<file path="src/hw/rtl/dfh_pkg.sv">
// Shared types and constants for the dual FNV-1a word hasher.
// Holds lane constants, the controller state type and the command struct.
// Depends on nothing; imported by the controller, the datapath and the top level.
package dfh_pkg;

    localparam int WORD_W = 64;
    localparam int BYTE_W = 8;
    localparam int HALF_W = WORD_W / 2;
    localparam int BYTES_PER_WORD = WORD_W / BYTE_W;
    localparam int CNT_W = $clog2(BYTES_PER_WORD);
    localparam int LANES = 2;

    // Lane zero is standard FNV-1a 64; lane one uses its own basis and prime.
    localparam logic [WORD_W-1:0] LANE_OFFSET [LANES] = '{
        64'd14695981039346656037,
        64'd7809847782465536322
    };
    localparam logic [WORD_W-1:0] LANE_PRIME [LANES] = '{
        64'd1099511628211,
        64'd14029467366897019727
    };

    // Controller states, one-hot coded.
    typedef enum logic [3:0] {
        ST_IDLE = 4'b0001,
        ST_MUL  = 4'b0010,
        ST_ADD  = 4'b0100,
        ST_DONE = 4'b1000
    } dfh_state_t;

    // Commands from the controller to the datapath.
    typedef struct packed {
        logic load;      // take a new word from the input transaction
        logic start;     // reload the offset bases with this word
        logic mul;       // capture the partial products of one round
        logic add;       // fold the partial products into the accumulators
        logic load_out;  // copy both accumulators into the output register
    } dfh_cmd_t;

endpackage

</file>
<file path="src/hw/rtl/dual_fnv1a_word_hasher.sv">
// Dual FNV-1a word hasher: a new 64-bit word is accepted only after the previous
// one is finished, and a word with the last flag waits until the output is free.
// The pace is set by the multiplier in each lane: eight byte rounds per word,
// each a partial-product step then a sum step, plus an accept state and a finish
// state. Reset loads both accumulators with their offset bases and empties the
// output register; the block is ready at once.
module dual_fnv1a_word_hasher
    import dfh_pkg::*;
(
    input  logic                clk,
    input  logic                rst_n,
    input  logic                s_tvalid,
    output logic                s_tready,
    input  logic [WORD_W-1:0]   s_tdata,   // word
    input  logic                s_tuser,   // start_req
    input  logic                s_tlast,   // last
    output logic                m_tvalid,
    input  logic                m_tready,
    output logic [2*WORD_W-1:0] m_tdata    // second_hash (high), first_hash (low)
);

    dfh_cmd_t          cmd;
    logic [WORD_W-1:0] first_hash;
    logic [WORD_W-1:0] second_hash;

    // Sequencer for rounds and handshakes.
    dfh_ctrl u_ctrl (
        .clk      (clk),
        .rst_n    (rst_n),
        .s_tvalid (s_tvalid),
        .s_tready (s_tready),
        .s_tuser  (s_tuser),
        .s_tlast  (s_tlast),
        .m_tvalid (m_tvalid),
        .m_tready (m_tready),
        .cmd      (cmd)
    );

    // Accumulator lanes and output register.
    dfh_datapath u_datapath (
        .clk         (clk),
        .rst_n       (rst_n),
        .cmd         (cmd),
        .word        (s_tdata),
        .first_hash  (first_hash),
        .second_hash (second_hash)
    );

    assign m_tdata = {second_hash, first_hash};

endmodule

</file>
<file path="src/hw/rtl/dfh_ctrl.sv">
// Controller of the dual FNV-1a word hasher.
// Sequences eight capture-and-fold rounds per word and owns both handshakes.
// Depends on dfh_pkg for the state type and the command struct.
module dfh_ctrl
    import dfh_pkg::*;
(
    input  logic     clk,
    input  logic     rst_n,
    input  logic     s_tvalid,
    output logic     s_tready,
    input  logic     s_tuser,
    input  logic     s_tlast,
    output logic     m_tvalid,
    input  logic     m_tready,
    output dfh_cmd_t cmd
);

    dfh_state_t       state_reg, state_next;
    logic [CNT_W-1:0] cnt_reg, cnt_next;
    logic             last_reg, last_next;
    logic             out_valid_reg, out_valid_next;
    logic             accept;
    logic             out_free;

    // An input transaction is taken only between words.
    assign s_tready = (state_reg == ST_IDLE);
    assign accept   = s_tvalid && s_tready;
    assign m_tvalid = out_valid_reg;
    assign out_free = !out_valid_reg || m_tready;

    // Next-state and command logic.
    always_comb
    begin
        state_next   = state_reg;
        cnt_next     = cnt_reg;
        last_next    = last_reg;
        cmd          = '0;
        unique case (state_reg)
            ST_IDLE:
            begin
                if (accept)
                begin
                    cmd.load   = 1'b1;
                    cmd.start  = s_tuser;
                    last_next  = s_tlast;
                    cnt_next   = '0;
                    state_next = ST_MUL;
                end
            end
            ST_MUL:
            begin
                cmd.mul    = 1'b1;
                state_next = ST_ADD;
            end
            ST_ADD:
            begin
                cmd.add  = 1'b1;
                cnt_next = cnt_reg + 1'b1;
                if (cnt_reg == CNT_W'(BYTES_PER_WORD - 1))
                begin
                    state_next = ST_DONE;
                end
                else
                begin
                    state_next = ST_MUL;
                end
            end
            ST_DONE:
            begin
                // A word without the last flag produces no result.
                if (!last_reg)
                begin
                    state_next = ST_IDLE;
                end
                else if (out_free)
                begin
                    cmd.load_out = 1'b1;
                    state_next   = ST_IDLE;
                end
            end
            default:
            begin
                state_next = ST_IDLE;
            end
        endcase
    end

    // The output register fills on a result and empties when taken.
    always_comb
    begin
        if (cmd.load_out)
        begin
            out_valid_next = 1'b1;
        end
        else if (m_tready)
        begin
            out_valid_next = 1'b0;
        end
        else
        begin
            out_valid_next = out_valid_reg;
        end
    end

    // Control registers.
    always_ff @(posedge clk or negedge rst_n)
    begin
        if (!rst_n)
        begin
            state_reg     <= ST_IDLE;
            cnt_reg       <= '0;
            last_reg      <= 1'b0;
            out_valid_reg <= 1'b0;
        end
        else
        begin
            state_reg     <= state_next;
            cnt_reg       <= cnt_next;
            last_reg      <= last_next;
            out_valid_reg <= out_valid_next;
        end
    end

    // A result is never written over one that is still waiting.
    assert property (@(posedge clk) disable iff (!rst_n)
        cmd.load_out |-> (!out_valid_reg || m_tready))
        else $error("dfh_ctrl: result loaded over a pending transaction");

    // An accepted word starts its first round with the byte count cleared.
    assert property (@(posedge clk) disable iff (!rst_n)
        accept |=> (state_reg == ST_MUL) && (cnt_reg == '0))
        else $error("dfh_ctrl: accepted word did not start at byte zero");

    // The eighth fold ends the word.
    assert property (@(posedge clk) disable iff (!rst_n)
        (state_reg == ST_ADD) && (cnt_reg == CNT_W'(BYTES_PER_WORD - 1))
        |=> state_reg == ST_DONE)
        else $error("dfh_ctrl: word did not finish after the last byte");

    // Products are always folded in the cycle after they are captured.
    assert property (@(posedge clk) disable iff (!rst_n)
        state_reg == ST_MUL |=> state_reg == ST_ADD)
        else $error("dfh_ctrl: multiply round not followed by its fold");

endmodule

</file>
<file path="src/hw/rtl/dfh_datapath.sv">
// Datapath of the dual FNV-1a word hasher: word shifter, two accumulator
// lanes with split 64-bit multipliers, and the output register.
// Depends on dfh_pkg for lane constants and the command struct.
module dfh_datapath
    import dfh_pkg::*;
(
    input  logic              clk,
    input  logic              rst_n,
    input  dfh_cmd_t          cmd,
    input  logic [WORD_W-1:0] word,
    output logic [WORD_W-1:0] first_hash,
    output logic [WORD_W-1:0] second_hash
);

    logic [WORD_W-1:0] word_reg, word_next;
    logic [WORD_W-1:0] hash_out_reg [LANES];
    logic [WORD_W-1:0] acc_reg      [LANES];

    // The word is consumed from the low byte up, one byte per fold.
    always_comb
    begin
        priority if (cmd.load)
        begin
            word_next = word;
        end
        else if (cmd.add)
        begin
            word_next = word_reg >> BYTE_W;
        end
        else
        begin
            word_next = word_reg;
        end
    end

    always_ff @(posedge clk)
    begin
        word_reg <= word_next;
    end

    // One lane per hash: XOR in the byte, then multiply modulo 2^64 (capture, then sum).
    for (genvar g = 0; g < LANES; g++)
    begin : g_lane
        logic [WORD_W-1:0] mix;
        logic [WORD_W-1:0] prod_ll;
        logic [HALF_W-1:0] prod_lh, prod_hl;
        logic [WORD_W-1:0] ll_reg;
        logic [HALF_W-1:0] lh_reg, hl_reg;
        logic [HALF_W-1:0] cross_sum;
        logic [WORD_W-1:0] acc_next;

        assign mix = acc_reg[g] ^ {{(WORD_W - BYTE_W){1'b0}}, word_reg[BYTE_W-1:0]};

        // Low 64 bits of the product need only three 32 by 32 partial products.
        // The cross terms only matter modulo 2^32, so they are kept at half width.
        assign prod_ll = mix[HALF_W-1:0] * LANE_PRIME[g][HALF_W-1:0];
        assign prod_lh = mix[HALF_W-1:0] * LANE_PRIME[g][WORD_W-1:HALF_W];
        assign prod_hl = mix[WORD_W-1:HALF_W] * LANE_PRIME[g][HALF_W-1:0];

        always_ff @(posedge clk)
        begin
            if (cmd.mul)
            begin
                ll_reg <= prod_ll;
                lh_reg <= prod_lh;
                hl_reg <= prod_hl;
            end
        end

        assign cross_sum = lh_reg + hl_reg;

        // Accumulator update: reload on start, fold on each round.
        always_comb
        begin
            priority if (cmd.load && cmd.start)
            begin
                acc_next = LANE_OFFSET[g];
            end
            else if (cmd.add)
            begin
                acc_next = ll_reg + {cross_sum, {HALF_W{1'b0}}};
            end
            else
            begin
                acc_next = acc_reg[g];
            end
        end

        always_ff @(posedge clk or negedge rst_n)
        begin
            if (!rst_n)
            begin
                acc_reg[g] <= LANE_OFFSET[g];
            end
            else
            begin
                acc_reg[g] <= acc_next;
            end
        end

        // Output register for this lane's hash.
        always_ff @(posedge clk)
        begin
            if (cmd.load_out)
            begin
                hash_out_reg[g] <= acc_reg[g];
            end
        end
    end

    assign first_hash  = hash_out_reg[0];
    assign second_hash = hash_out_reg[1];

endmodule
</file>
<file path="config.mk">
export PLATFORM = sky130hd
export DESIGN_NAME = dual_fnv1a_word_hasher
export DESIGN_NICKNAME = d
export VERILOG_FILES = /design/src/hw/rtl/dfh_pkg.sv /design/src/hw/rtl/dual_fnv1a_word_hasher.sv /design/src/hw/rtl/dfh_ctrl.sv /design/src/hw/rtl/dfh_datapath.sv
export SDC_FILE = /design/constraint.sdc
export NUM_CORES = 2
export LEC_CHECK = 0
export BUFFER_PORTS_ARGS = -buffer_cell sky130_fd_sc_hd__buf_4
export CORE_UTILIZATION = 30
export CTS_CLUSTER_DIAMETER = 80
export DETAILED_ROUTE_END_ITERATION = 6
export GPL_ROUTABILITY_DRIVEN = 0
export PLACE_DENSITY = 0.54
export SLEW_MARGIN = 5
export SYNTH_ARGS = -nofsm -noshare
export SYNTH_HDL_FRONTEND = slang
export SYNTH_SLANG_ARGS = --single-unit
</file>
<file path="constraint.sdc">
create_clock -name clk -period 23.7 [get_ports clk]
set_input_delay 1.185 -clock clk [delete_from_list [all_inputs] [get_ports clk]]
set_output_delay 1.185 -clock clk [all_outputs]
set_load 0.005 [all_outputs]
</file>
==> flow_summary.toml <==
[run_status]
outcome = "complete, no violations"

[critical_path]
critPathLaunch = "u_datapath.word_reg[7]"
r2r_end = "u_datapath.g_lane[1].ll_reg[59]"
startpoint_type = "flop"
slowest_delay_ns = 0.60
path_class = "flop to flop"
r2r_start = "u_datapath.word_reg[7]"
slowest_stage = "o21ai_0"
cp_data_arrival_time_ns = 9.05
endpoint = "u_datapath.g_lane[1].ll_reg[59]"
crit_fanout = 12
required_ns = 24.14
cp-end-kind = "flop"
reg2reg_slack_ns = 15.09
worst-path-buf-inv = 5
critPathTopFamily = "adder cells"
ff2ff_path_depth = 25
worst-path-stages = 25
crit_top_cell = "fa_1"

[yosys]
syn_nets = 8446
yosysSeqAreaShare_pct = 23.04
synth_edf_count = 413
synthDistinctLibCells = 101
synth_top_area_share_pct = 32.22
yosys.cell_count.top_type = "inv_1"
synth_seq_cells = 550
netlist_instances = 6324
synth_top_area_cell = "fa_1"
yosys_most_used_dff = "edfxtp_1"
yosys_warnings = 0
synth_area_per_cell_um2 = 10.91
synth_area_um2 = 69030
synthTopCellsByCount = "inv_1 (1627), fa_1 (1111), ha_1 (941), edfxtp_1 (413), nand2_1 (338)"
synth-async-reset-ratio_pct = 24.91
synth.area.top_cells = "fa_1 (32%), edfxtp_1 (18%), ha_1 (17%)"

[floorplanning]
core_um2 = 227900
die_area_um2 = 232000
rows = 175
dieHeight_um = 481.7
die_w_um = 481.7
pin_count = 200
start_util_pct = 30.28

[worst_hold_path]
hold_path.startpoint = "u_datapath.g_lane[1].ll_reg[13]"
hold_path_class = "flop to flop"

[sta]
rsz0062_at_grt = "no"
fin_skew_ns = 0.03318
fmax_mhz = 116.2
hold_viol_final = 0
finalMaxSlewViolations = 0
fin_setup_tns_ns = 0
finalSetupViolCount = 0
min_period_ns = 8.609
worst_slack_ns = 15.09
fin_crit_sh_pct = 36.33
tightest_slew_ns = 1.081
relSlewSlack_pct = 27.69

[detailed_routing]
viasPerCell = 4.821
wl_per_cell_um = 23.09
drt_pass1_iterations = 6
drc_errors = 0
wl_um = 222700
drtIter0Drc = 3270
ant_nets = 0
vias = 46500

[cts]
cts_resized = 0
clockBufferDepth = 3
clkLatencyLatePin_ns = 0.72
cts_buffers = 79
htree_levels = 3
clk_pin_slew_ns = 0.06
clock-sinks = 550
holdBufCountCts = 0
post-cts-setup-buffers = 0
ctsRootBufferMaster = "clkbuf_16"
tritoncts = "built"

[global_routing]
grt_max_degree = 137
grt-ovfl-total = 0
gr-usage-all-layers_pct = 19.44
grt_pass1_wl_um = 328800
antenna_found_initial = 6
grt_pass1_vias = 49610

[placement]
portBuffers = 199
pre_cts_slack_ns = 15.20
dp_hpwl_um = 188300

[final_layout]
syn2layout_area_growth_pct = 11.66
drive_gt1_share_pct = 7.370
layout.nets = 8692
post-route-util_pct = 33.81

[job]
drv_cap = 0
-- area by class of cell --
cell class / instances / area [um^2]
Clock inverter: 50 / 558.0
Timing Repair Buffer: 232 / 1770
Tap cell: 3009 / 3765
Fill cell: 22880 / 150900
Antenna cell: 1 / 2.502
Clock buffer: 96 / 2126
Multi-Input combinational cell: 4080 / 46840
Sequential cell: 550 / 15900
Inverter: 1627 / 6107
-- cells in the final DEF, fill, tap and decap left out, drive strengths merged, types with 16 or more instances in the layout --
cell type  netlist  layout
inv           1627    1650
fa            1111    1111
ha             941     941
edfxtp         413     413
nand2          340     340
a21oi          258     258
buf             11     232
xnor2          230     230
nor2           166     166
o21ai          146     146
a21o           122     122
xor2           117     117
clkbuf          56      96
dfrtp           81      81
dfstp           56      56
o21bai          52      52
nor3            50      50
nand3           45      45
o21a            38      38
and3            37      37
a22o            33      33
a211oi          31      31
nand2b          26      26
o211ai          23      23
nor2b           20      20
nand4           18      18
a31oi           18      18
and2            18      18
clkinv           0      18
or3             16      16
a22oi           16      16
-- worst register-to-register path, stage by stage (launching register included) --
cell and delay [ns]:
edfxtp_1 0.44, xor2_2 0.19, buf_4 0.21, ha_1 0.44
inv_1 0.13, fa_1 0.48, inv_1 0.09, fa_1 0.43
fa_1 0.55, fa_1 0.45, fa_1 0.50, fa_1 0.50
inv_1 0.05, fa_1 0.51, inv_1 0.05, ha_1 0.35
and4_1 0.29, nor2b_1 0.15, o21ai_0 0.60, a21oi_1 0.26
o31ai_2 0.41, o221ai_1 0.22, o21bai_1 0.24, a21oi_1 0.17
or2_1 0.28, o311a_1 0.35
-- stage by stage --
stage	cells	hold WS (ns)	instance area, um^2
after floorplan	6324	0.4260	69030
after global placement	9498	0.4450	74390
after detailed placement	9498	0.4413	74390
after CTS	9644	0.4570	77070
after global routing	9645	0.4783	77070
final	9645	0.4564	77070
-- cell families (layout without fill, tap and decap cells) --
group | Yosys count | after routing | share of synthesized area (%)
other | 0 | 1 | 0
flip-flops | 550 | 550 | 23.04
AO/OA/AOI/OAI | 878 | 878 | 8.505
buffers and inverters | 1694 | 2005 | 9.234
adder cells (fa/ha/maj) | 2052 | 2052 | 49.28
XOR/XNOR | 347 | 347 | 4.425
multiplexers | 1 | 1 | 0.01450
AND/OR/NAND/NOR | 802 | 802 | 5.509
-- worst min-delay path by stage --
stage | to | slack (ns) | cells after the start
floorplan | u_datapath.acc_reg[10] | 0.43 | 2
global placement | u_datapath.acc_reg[94] | 0.44 | 2
detailed placement | u_datapath.acc_reg[94] | 0.44 | 2
CTS | u_datapath.acc_reg[94] | 0.46 | 2
global route | u_datapath.acc_reg[94] | 0.48 | 2
finish | u_datapath.acc_reg[13] | 0.46 | 2
-- metal layers --
metal	up-vias	part of all wire, %	GRT usage (%)
li1	20820	-	-
met1	23790	42	25.46
met2	1541	46	31.13
met3	347	6.8	3.954
met4	2	4.7	8.112
met5	-	0.0067	0
Power is not shown: default switching activity piles up to over one toggle a cycle in this logic, so the estimate is an artifact.
